`src/rtl/d2r_pkg.sv`:
```
// Shared types, table constants and lookup functions for the Roman numeral encoder.
`timescale 1ns / 1ps

package d2r_pkg;

  localparam int unsigned VALUE_W  = 12;
  localparam int unsigned SYMBOL_W = 8;
  localparam int unsigned IDX_W    = 4;

  localparam logic [VALUE_W-1:0] MAX_VALUE = 12'd3999;

  localparam logic [SYMBOL_W-1:0] CH_NONE = 8'h00;
  localparam logic [SYMBOL_W-1:0] CH_I    = 8'h49;
  localparam logic [SYMBOL_W-1:0] CH_V    = 8'h56;
  localparam logic [SYMBOL_W-1:0] CH_X    = 8'h58;
  localparam logic [SYMBOL_W-1:0] CH_L    = 8'h4C;
  localparam logic [SYMBOL_W-1:0] CH_C    = 8'h43;
  localparam logic [SYMBOL_W-1:0] CH_D    = 8'h44;
  localparam logic [SYMBOL_W-1:0] CH_M    = 8'h4D;

  typedef enum logic [1:0] {
    ST_IDLE,
    ST_SCAN,
    ST_PAIR
  } state_t;

  // Result of one pass through the compare/subtract unit.
  typedef struct packed {
    logic                ge;
    logic                zero_after;
    logic                pair;
    logic [VALUE_W-1:0]  diff;
    logic [SYMBOL_W-1:0] first;
    logic [SYMBOL_W-1:0] second;
  } step_res_t;

  function automatic logic [VALUE_W-1:0] step_value(input logic [IDX_W-1:0] idx);
    logic [VALUE_W-1:0] v;
    unique case (idx)
      4'd0:    v = 12'd1000;
      4'd1:    v = 12'd900;
      4'd2:    v = 12'd500;
      4'd3:    v = 12'd400;
      4'd4:    v = 12'd100;
      4'd5:    v = 12'd90;
      4'd6:    v = 12'd50;
      4'd7:    v = 12'd40;
      4'd8:    v = 12'd10;
      4'd9:    v = 12'd9;
      4'd10:   v = 12'd5;
      4'd11:   v = 12'd4;
      default: v = 12'd1;
    endcase
    return v;
  endfunction

  function automatic logic [SYMBOL_W-1:0] step_first(input logic [IDX_W-1:0] idx);
    logic [SYMBOL_W-1:0] c;
    unique case (idx)
      4'd0:    c = CH_M;
      4'd1:    c = CH_C;
      4'd2:    c = CH_D;
      4'd3:    c = CH_C;
      4'd4:    c = CH_C;
      4'd5:    c = CH_X;
      4'd6:    c = CH_L;
      4'd7:    c = CH_X;
      4'd8:    c = CH_X;
      4'd9:    c = CH_I;
      4'd10:   c = CH_V;
      4'd11:   c = CH_I;
      default: c = CH_I;
    endcase
    return c;
  endfunction

  function automatic logic [SYMBOL_W-1:0] step_second(input logic [IDX_W-1:0] idx);
    logic [SYMBOL_W-1:0] c;
    unique case (idx)
      4'd1:    c = CH_M;
      4'd3:    c = CH_D;
      4'd5:    c = CH_C;
      4'd7:    c = CH_L;
      4'd9:    c = CH_X;
      4'd11:   c = CH_V;
      default: c = CH_NONE;
    endcase
    return c;
  endfunction

endpackage

```
`src/rtl/d2r_step_unit.sv`:
```
// Shared compare/subtract unit: tests the remainder against one table entry.
`timescale 1ns / 1ps

module d2r_step_unit (
  input  logic [d2r_pkg::VALUE_W-1:0] rest,
  input  logic [d2r_pkg::IDX_W-1:0]   idx,
  output d2r_pkg::step_res_t          res
);
  import d2r_pkg::*;

  logic [VALUE_W:0]    sub;
  logic [SYMBOL_W-1:0] second;

  // One subtract gives both the compare (no borrow) and the new remainder.
  assign sub    = {1'b0, rest} - {1'b0, step_value(idx)};
  assign second = step_second(idx);

  always_comb begin
    res.ge         = ~sub[VALUE_W];
    res.diff       = sub[VALUE_W-1:0];
    res.zero_after = (sub[VALUE_W-1:0] == '0);
    res.pair       = (second != CH_NONE);
    res.first      = step_first(idx);
    res.second     = second;
  end

endmodule

```
`src/rtl/decimal_to_roman_encoder.sv`:
```
// Top level: converts one binary integer into a stream of Roman numeral letters.
`timescale 1ns / 1ps

//  Channel | Ports                                      | Direction
//  --------+--------------------------------------------+----------
//  input   | in_valid, in_stall, in_value[11:0]         | word in
//  result  | out_valid, out_stall, out_symbol[7:0],     | word out
//          | out_last, out_out_of_range                 |
//
//  One compare/subtract unit walks the thirteen-entry greedy table, one decision per cycle
//  unless a letter waits on a full output register: emit a letter or advance to the next
//  entry. An accepted item holds the block until its last letter is issued; an out-of-range
//  value gives one error word. in_stall is also high while a stalled word sits in the output
//  register. Reset (rst_n low, synchronous) returns the sequencer to idle and drops any pending
//  word; out_stall holds letters and loses nothing.

module decimal_to_roman_encoder (
  input  logic                         clk,
  input  logic                         rst_n,
  input  logic                         in_valid,
  output logic                         in_stall,
  input  logic [d2r_pkg::VALUE_W-1:0]  in_value,
  output logic                         out_valid,
  input  logic                         out_stall,
  output logic [d2r_pkg::SYMBOL_W-1:0] out_symbol,
  output logic                         out_last,
  output logic                         out_out_of_range
);
  import d2r_pkg::*;

  state_t              state_r, state_nxt;
  logic [VALUE_W-1:0]  rest_r, rest_nxt;
  logic [IDX_W-1:0]    idx_r, idx_nxt;
  logic [SYMBOL_W-1:0] pend_r, pend_nxt;     // second letter of a subtractive pair

  logic                out_valid_r, out_valid_nxt;
  logic [SYMBOL_W-1:0] out_symbol_r, out_symbol_nxt;
  logic                out_last_r, out_last_nxt;
  logic                out_oor_r, out_oor_nxt;

  logic      slot_free;
  logic      in_acc;
  logic      bad_value;
  step_res_t step;

  d2r_step_unit u_step (
    .rest (rest_r),
    .idx  (idx_r),
    .res  (step)
  );

  // Output register can take a new word when empty or being drained this cycle.
  assign slot_free = ~out_valid_r | ~out_stall;
  assign in_stall  = (state_r != ST_IDLE) | ~slot_free;
  assign in_acc    = in_valid & ~in_stall;
  assign bad_value = (in_value == '0) | (in_value > MAX_VALUE);

  always_ff @(posedge clk) begin
    if (!rst_n) begin
      state_r     <= ST_IDLE;
      out_valid_r <= 1'b0;
    end else begin
      state_r     <= state_nxt;
      out_valid_r <= out_valid_nxt;
    end
  end

  always_ff @(posedge clk) begin
    rest_r       <= rest_nxt;
    idx_r        <= idx_nxt;
    pend_r       <= pend_nxt;
    out_symbol_r <= out_symbol_nxt;
    out_last_r   <= out_last_nxt;
    out_oor_r    <= out_oor_nxt;
  end

  always_comb begin
    state_nxt      = state_r;
    rest_nxt       = rest_r;
    idx_nxt        = idx_r;
    pend_nxt       = pend_r;
    out_valid_nxt  = out_valid_r & out_stall;
    out_symbol_nxt = out_symbol_r;
    out_last_nxt   = out_last_r;
    out_oor_nxt    = out_oor_r;

    unique case (state_r)
      ST_IDLE: begin
        if (in_acc) begin
          if (bad_value) begin
            // Single error word; the block stays idle.
            out_valid_nxt  = 1'b1;
            out_symbol_nxt = CH_NONE;
            out_last_nxt   = 1'b1;
            out_oor_nxt    = 1'b1;
          end else begin
            rest_nxt  = in_value;
            idx_nxt   = '0;
            state_nxt = ST_SCAN;
          end
        end
      end
      ST_SCAN: begin
        if (!step.ge) begin
          // Entry too large: advance. Entry one always fits, so this stops in range.
          idx_nxt = idx_r + IDX_W'(1);
        end else if (slot_free) begin
          out_valid_nxt  = 1'b1;
          out_symbol_nxt = step.first;
          out_oor_nxt    = 1'b0;
          rest_nxt       = step.diff;
          if (step.pair) begin
            out_last_nxt = 1'b0;
            pend_nxt     = step.second;
            state_nxt    = ST_PAIR;
          end else begin
            out_last_nxt = step.zero_after;
            if (step.zero_after) begin
              state_nxt = ST_IDLE;
            end
          end
        end
      end
      ST_PAIR: begin
        // Remainder was already reduced when the first letter went out.
        if (slot_free) begin
          out_valid_nxt  = 1'b1;
          out_symbol_nxt = pend_r;
          out_oor_nxt    = 1'b0;
          out_last_nxt   = (rest_r == '0);
          state_nxt      = (rest_r == '0) ? ST_IDLE : ST_SCAN;
        end
      end
      default: begin
        state_nxt = ST_IDLE;
      end
    endcase
  end

  assign out_valid        = out_valid_r;
  assign out_symbol       = out_symbol_r;
  assign out_last         = out_last_r;
  assign out_out_of_range = out_oor_r;

endmodule

```
`config.mk`:
```
export PLATFORM = sky130hd
export DESIGN_NAME = decimal_to_roman_encoder
export DESIGN_NICKNAME = d
export VERILOG_FILES = /design/src/rtl/d2r_pkg.sv /design/src/rtl/d2r_step_unit.sv /design/src/rtl/decimal_to_roman_encoder.sv
export SDC_FILE = /design/constraint.sdc
export NUM_CORES = 1
export LEC_CHECK = 0
export BUFFER_PORTS_ARGS = -buffer_cell sky130_fd_sc_hd__buf_2
export CAP_MARGIN = 30
export CORE_UTILIZATION = 41
export CTS_BUF_LIST = sky130_fd_sc_hd__clkbuf_8
export DETAILED_ROUTE_END_ITERATION = 10
export GPL_ROUTABILITY_DRIVEN = 0
export GPL_TIMING_DRIVEN = 0
export HOLD_SLACK_MARGIN = 0.02
export MAX_ROUTING_LAYER = met4
export SYNTH_ARGS = -nofsm -noshare
export SYNTH_HDL_FRONTEND = slang
export SYNTH_SLANG_ARGS = --single-unit
```
`constraint.sdc`:
```
create_clock -name clk -period 3 [get_ports clk]
set_input_delay 0.6 -clock clk [delete_from_list [all_inputs] [get_ports clk]]
set_output_delay 0.6 -clock clk [all_outputs]
set_load 0.01 [all_outputs]
```
======== Yosys cells after proc, flatten, opt, wreduce, memory -nomap -nowiden ========
Memory sizes are Yosys's and may differ from the RTL's. A register that Yosys moved wholly into a read port is not among the register bits.
Cells that the tools add are included.
Widths: inputs -> output; s select.
cells by class
  magnitude comparators ................... 1
  bitwise operators ....................... 10
  multiplexer cells ....................... 42
  add/sub/neg operators ................... 2
  reduce and logical (&&, ||, !) cells .... 14
  equality and inequality tests ........... 16
operator list
  kind                  number
  $mux 12               4
  $pmux 7 s6            1
  $mux 8                5
  $logic_not 12->1      3
  $pmux 12 s2           1
  $pmux 8 s3            1
  $mux 4                5
  $mux 2                7
  $mux 1                13
  $sub 12x12->13        1
  $gt 12x12->1 const B  1
  $ne 2x2->1 const B    6
  $reduce_and 4->1      3
  $reduce_and 6->1      2
  $pmux 1 s3            3
  $eq 4x3->1 const B    2
  $eq 4x4->1 const B    2
  $pmux 4 s2            1
  $reduce_bool 8->1     1
  $pmux 2 s3            1
  $not 1->1             5
  $reduce_and 5->1      1
  $add 4x1->4 const B   1
  $eq 4x1->1 const B    1
  other kinds (10)      14
storage, ports and cells
  memories ................................ 2
  register bits after elaboration ......... 37
  input port bits ......................... 16
  output and inout port bits .............. 12
  bits in read-only memories .............. 240
memories
  name             depth  bits a word  rd ports  clocked after Yosys merged registers in  write ports  RTL line       RTL
  (no name shown)  16     10           1         1                                        0            d2r_pkg.sv:39  unique case (idx)
  (no name shown)  16     5            1         1                                        0            d2r_pkg.sv:59  unique case (idx)

======== Longest topological paths before layout ========
Gate-level depths: netlist of run 1.
  word-level depth ........................ 9
  mapped depth ............................ 14

======== Hierarchy ========
Synthesis of run 1 repeated with hierarchy kept, for this count alone.
unflattened totals
  cells, all modules ...................... 277
  area, all modules ....................... 2735.1 sq um
modules (own cells, without submodules)
  module                    seq. area each (sq um)  area an instance (sq um)  cells an instance  times used
  decimal_to_roman_encoder  1081.0                  1811.7                    142                1
  d2r_step_unit             0.0                     923.4                     135                1

======== Least setup slack after synthesis of run 1 ========
Ideal clock, no wire load.
  path type ............................... reg2reg
  start point ............................. reg rest_r[0]
  end point ............................... reg (tool-made name)
  path slack .............................. -0.017 ns
  setup time .............................. 0.092 ns
  data arrival time ....................... 2.925 ns
  period minus slack after synthesis ...... 3.017 ns
  stages on the path, launching flop included .. 15
  data required time ...................... 2.908 ns
  cell sequence ........................... edfxtp_1 > inv_1 > ha_1 > fa_1 > nand2b_1 > a21oi_1 > o311a_4 > nor4_1 > a311o_1 > or2_1 > buf_2 > inv_1 > ha_1 > nor2_1 > o32ai_1
RTL lines
  what                    RTL line                        RTL
  from (decl)             decimal_to_roman_encoder.sv:32  logic [VALUE_W-1:0] rest_r, rest_nxt;
  from (signal assigned)  decimal_to_roman_encoder.sv:69  rest_r <= rest_nxt;

======== Final worst setup path of run 1 ========
  start point ............................. reg rest_r[0]
  end point ............................... reg state_r[1]
between the ends
  word-level cells in the longest chain between the ends .. 4
ends and longest elaborated chain
  what                            RTL line                        RTL
  $sub 12x12->13 (*)              d2r_step_unit.sv:15             assign sub = {1'b0, rest} - {1'b0, step_value(idx)};
  $logic_not 12->1                d2r_step_unit.sv:21             res.zero_after = (sub[VALUE_W-1:0] == '0);
  $ne 3x3->1 (no line)            n/a
  $reduce_and 6->1 (no line) (*)  n/a
  to (signal assigned)            decimal_to_roman_encoder.sv:63  state_r <= state_nxt;
  to (decl)                       decimal_to_roman_encoder.sv:31  state_t state_r, state_nxt;
Every way passes the cells marked *; elsewhere a longest branch is shown, timed or not.
A chain may end at the register's enable or synchronous reset.

==> results of run 1 <==
[worst paths after layout]
path | endpoint | depth (start not counted) | slack, ns
max | state_r[1] | 11 | -0.004
min reg2reg | state_r[1] | 2 | 0.57
max reg2reg | state_r[1] | 11 | -0.004
min | state_r[1] | 3 | 0.57
[per-stage QoR]
step / std cells / hold slack (ns)
2_1_floorplan: 349 / 0.5392
3_3_place_gp: 476 / 0.5407
3_5_place_dp: 477 / 0.5624
4_1_cts: 495 / 0.5646
5_1_grt: 498 / 0.5931
6_report: 498 / 0.5702
[cell families (layout without fill, tap and decap cells)]
| kind of cell | Yosys count | count (layout) | share of synthesized area |
|---|---|---|---|
| adders and majority gates | 22 | 22 | 0.08567 |
| and+or+nand+nor | 128 | 128 | 0.2164 |
| DFF | 47 | 47 | 0.3760 |
| AOI/OAI and AO/OA | 84 | 84 | 0.1949 |
| buffers and inverters | 43 | 90 | 0.05648 |
| other | 1 | 2 | 0.001136 |
| muxes | 14 | 14 | 0.04549 |
| xor gates and xnor gates | 9 | 9 | 0.02388 |
[final cells by class]
class,count,area (um^2)
fillers,722,3809
multi-input cells,259,2057
flip-flops and latches,47,1241
repair buffers,40,249.0
well taps,102,127.6
inverters,28,107.6
plain buffers,14,80.08
clock buffers,5,68.82
clock inverters,3,27.53
[timing repair]
item                       in CTS  in global routing
pin swaps                      10                 14
setup buffers                  10                  4
gates resized for setup        24                 18
setup endpoints to repair      17                 27
hold buffers                    0                  0
cloned                          0                  0
[metal layers]
metal  share of wire  vias up
met5               0        -
met3           0.043       11
met4           0.018        0
met1            0.47     1366
li1                -     1381
met2            0.47       75
[cells in the final DEF (no fill, tap or decap), types with 4 or more instances in the layout]
| cell type | n |
|---|---|
| edfxtp_1 | 30 |
| nor2_1 | 27 |
| inv_1 | 25 |
| buf_2 | 25 |
| nand2_1 | 20 |
| dfxtp_1 | 17 |
| a21oi_1 | 14 |
| o21ai_0 | 14 |
| ha_1 | 14 |
| buf_4 | 14 |
| nor2b_1 | 10 |
| nand3_1 | 10 |
| clkbuf_1 | 8 |
| nand2b_1 | 8 |
| mux2_2 | 8 |
| and2_1 | 7 |
| nor4_1 | 7 |
| mux2i_1 | 6 |
| buf_6 | 5 |
| xnor2_1 | 5 |
| nor3_1 | 5 |
| a22oi_1 | 5 |
| ha_4 | 5 |
| clkbuf_8 | 5 |
| or3_1 | 4 |
| o211ai_1 | 4 |
| xor2_1 | 4 |
| a211oi_2 | 4 |
[critical path: cells and delay by family, from the launching register on]
| kind | cells | cell delay [ns] |
|---|---|---|
| AO/OA/AOI/OAI | 5 | 1.24 |
| flip-flops | 1 | 0.38 |
| AND/OR/NAND/NOR | 2 | 0.60 |
| buffers and inverters | 2 | 0.20 |
| adder cells (fa/ha/maj) | 2 | 0.49 |
==> impl_metrics.json, run 1 <==
{
  "outcome": "finished, violations left",
  "violations": "negative setup slack",
  "synth-seq-cells": 47,
  "wl_per_cell_um": 16.91,
  "place_area_mm2": 0.003572,
  "cts-buffers-inserted": 5,
  "synth-edff-count": 30,
  "overflow": 0,
  "grt_busiest_layer": "met2",
  "crit_required_ns": 3.21,
  "arrival_ns": 3.21,
  "layout_setup_ws_ns": -0.003887,
  "io_buffer_count": 25,
  "post-route-cell-area_mm2": 0.003959,
  "grt_util_all_layers": 0.2075,
  "final_util": 0.5097,
  "ys_warn_count": 0,
  "path_class": "register to register",
  "r2r_start": "rest_r[0]",
  "wirelength_mm": 8.421,
  "crit_path_frequent_cell": "a21oi_1",
  "antenna_found_initial": 0,
  "core-area_mm2": 0.007767,
  "yosysSeqAreaShare": 0.3760,
  "ys.flop_type": "edfxtp_1",
  "critPathLaunch": "rest_r[0]",
  "timing.fmax_mhz": 332.9,
  "antenna_left": 0,
  "crit_path_cell_trace": "inv_2 > ha_4 > fa_2 > nand2b_4 > buf_4 > a21oi_1 > o21ai_0 > a2111oi_0 > nor4bb_2 > a311o_1 > a21oi_1",
  "ys_types": 73,
  "period_needed_ns": 3.004,
  "cts.reportedPaths.clkPinSlew_ns": 0.10,
  "hp-start": "rst_n",
  "first_iter_violations": 171,
  "tightest_slew_ns": 0.8425,
  "syn_area_per_cell_um2": 9.485,
  "cpPeakStageDelay_ns": 0.52,
  "die_w_um": 91.73,
  "place.detailed.hpwl_mm": 6.195,
  "fin_skew_ns": 0.01556,
  "drc_errors": 0,
  "synth_area_mm2": 0.003301,
  "dr_total_vias": 2833,
  "endpoint_kind": "register",
  "pre_cts_ws_ns": -0.4898,
  "drv_cap": 0,
  "grt.met1_usage": 0.2743,
  "setup_viol": 1,
  "use_met2": 0.3365,
  "syn_to_final_growth_pct": 19.94,
  "syn_inst": 348,
  "clockBufferDepth": 2,
  "synth.most_common_cell": "edfxtp_1",
  "worstSetupStartpointType": "register",
  "setup-tns-final_ns": -0.003887,
  "clkLatencyLatePin_ns": 0.31,
  "viasPerCell": 5.689,
  "yosys-top-cells-area": "edfxtp_1 (27%), dfxtp_1 (10%), ha_1 (8.0%)",
  "grt_pass1_wl_mm": 13.14,
  "slew_viol_final": 0,
  "grt_max_degree": 18,
  "period_share": 1.001,
  "ioPinCount": 28,
  "relSlewSlack": 0.4312,
  "cts_tree": "built",
  "synth.largest_area_cell": "edfxtp_1",
  "nets": 433,
  "finalHoldViolations": 0,
  "die_height_um": 91.73,
  "synthTopCellsByCount": "edfxtp_1 (30), inv_1 (28), nor2_1 (28)",
  "met3_usage": 0.02570,
  "grt_pass1_vias": 2608,
  "worst_path_max_delay_cell": "a2111oi_0",
  "root_buffer": "clkbuf_8",
  "diodes": 0,
  "num_rows": 32,
  "synthArstFlopShare": 0,
  "drt-pass1-iter-count": 5,
  "start_util": 0.4249,
  "synth_top_cell_area_share": 0.2729,
  "drive_above_1_share": 0.2652,
  "min_path_type": "input pin to register",
  "h-tree-depth": 2,
  "cts.sinks": 47,
  "critical_path_peak_fanout": 3,
  "die_area_mm2": 0.008413
}
Power of run 1 is left out: the tool's default activity adds up to more than one toggle a clock period on the data nets, which glitch-free logic cannot reach.
==> inputs of run 2 (changes only) <==
TNS_END_PERCENT = 30   (was not set)
==> run 2 against run 1 <==
The run still ends with negative setup slack left. Critical path depth stayed put. Non-clock buffer count fell by 1. Global-route usage stayed put. First-iteration DRC count increased by 15%. Register-to-register slack is essentially flat. Wire length about the same. Critical path type unchanged. Die area unchanged. Sequential share of layout area about the same.
==> impl_metrics.json, run 2 (synthesis results as in run 1) <==
{
  "finalHoldViolations": 0,
  "nets": 432,
  "grt_max_degree": 18,
  "endpoint_kind": "register",
  "seq_area_mm2": 0.001241,
  "multiInputGateArea_mm2": 0.002069,
  "dr_total_vias": 2814,
  "violations": "negative setup slack",
  "num_rows": 32,
  "cts.sinks": 47,
  "path_class": "register to register",
  "crit_path_frequent_cell": "a21oi_1",
  "fin_skew_ns": 0.01486,
  "wl_per_cell_um": 16.96,
  "cpPeakStageDelay_ns": 0.51,
  "grt_pass1_wl_mm": 13.14,
  "grt_util_all_layers": 0.2075,
  "worstSetupStartpointType": "register",
  "crit_path_cell_trace": "inv_2 > ha_4 > fa_2 > nand2b_4 > buf_4 > a21oi_1 > o21ai_0 > a2111oi_0 > nor4bb_2 > a311o_1 > a21oi_1",
  "place.detailed.hpwl_mm": 6.195,
  "min_path_type": "input pin to register",
  "antenna_left": 0,
  "drc_errors": 0,
  "layout_setup_ws_ns": -0.005323,
  "relSlewSlack": 0.4305,
  "fillCellCount": 723,
  "clkLatencyLatePin_ns": 0.31,
  "most-common-layout-cells": "edfxtp_1 (30), nor2_1 (27), inv_1 (25), buf_2 (25), nand2_1 (20)",
  "hold_ws_ns": 0.5730,
  "start_util": 0.4249,
  "viasPerCell": 5.662,
  "cts_tree": "built",
  "core-area_mm2": 0.007767,
  "worst_path_max_delay_cell": "a2111oi_0",
  "timing.fmax_mhz": 332.7,
  "setup_viol": 1,
  "wirelength_mm": 8.428,
  "overflow": 0,
  "worst-path-buf-inv": 2,
  "slew_viol_final": 0,
  "grt_pass1_vias": 2608,
  "period_needed_ns": 3.005,
  "drive_above_1_share": 0.2658,
  "die_w_um": 91.73,
  "period_share": 1.002,
  "io_buffer_count": 25,
  "antenna_found_initial": 0,
  "cts.reportedPaths.clkPinSlew_ns": 0.09,
  "die_height_um": 91.73,
  "h-tree-depth": 2,
  "tightest_slew_ns": 0.8435,
  "syn_to_final_growth_pct": 20.09,
  "arrival_ns": 3.21,
  "drv_cap": 0,
  "die_area_mm2": 0.008413,
  "ioPinCount": 28,
  "drt-pass1-iter-count": 5,
  "first_iter_violations": 197,
  "cpLargestDelayFamily": "compound AO/OA/AOI/OAI gates",
  "rsz0062_at_grt": "yes",
  "outcome": "finished, violations left",
  "cts-buffers-inserted": 5,
  "root_buffer": "clkbuf_8",
  "crit_required_ns": 3.21,
  "setup-tns-final_ns": -0.005323,
  "final_common_cell": "edfxtp_1",
  "pre_cts_ws_ns": -0.4898,
  "critical_path_peak_fanout": 3,
  "diodes": 0,
  "clockBufferDepth": 2
}
==> run 2: cell types whose count changed in the layout (fill, tap and decap cells not counted), sizes merged <==
cell	previous run	this run
buf	44	43
==> run 2: what timing repair did <==
action | in CTS | in global routing
endpoints found under the setup margin | 17 | 27
hold buffers | 0 | 0
setup buffers | 10 | 3
pin swaps | 10 | 13
gates resized for setup | 24 | 20
==> run 2: path summary, 6_finish.rpt <==
path                    from    endpoint  slack, ns  cells after the start
hold reg to reg   state_r[1]  state_r[1]       0.57                      2
setup / recovery   rest_r[0]  state_r[1]     -0.005                     11
setup reg to reg   rest_r[0]  state_r[1]     -0.005                     11
hold / removal         rst_n  state_r[1]       0.57                      3
==> run 2: tightest hold or removal path: cells and delay by family <==
| family | cells | cell delay [ns] |
|---|---|---|
| buf+inv | 2 | 0.19 |
| compound gates | 1 | 0.04 |
==> run 2: metal layers <==
layer	track usage	share of wire
met1	0.2743	0.47
met2	0.3365	0.47
met3	0.02570	0.041
met4	0.05729	0.018
met5	-	0
==> run 2: area by class of cell <==
type,count,share of cell area
Multi-Input combinational cell,259,0.5221
Sequential cell,47,0.3131
Timing Repair Buffer,39,0.06092
Tap cell,102,0.03220
Inverter,28,0.02715
Buffer,14,0.02020
Clock buffer,5,0.01736
Clock inverter,3,0.006944
==> run 2: stage by stage <==
step	utilization	std cells	instance area (um^2)
6_report	0.5103	497	3964
5_1_grt	0.5103	497	3964
4_1_cts	0.4958	495	3851
3_5_place_dp	0.4599	477	3572
3_3_place_gp	0.4584	476	3561
2_1_floorplan	-	349	3308
Power of run 2 is left out for the same reason.
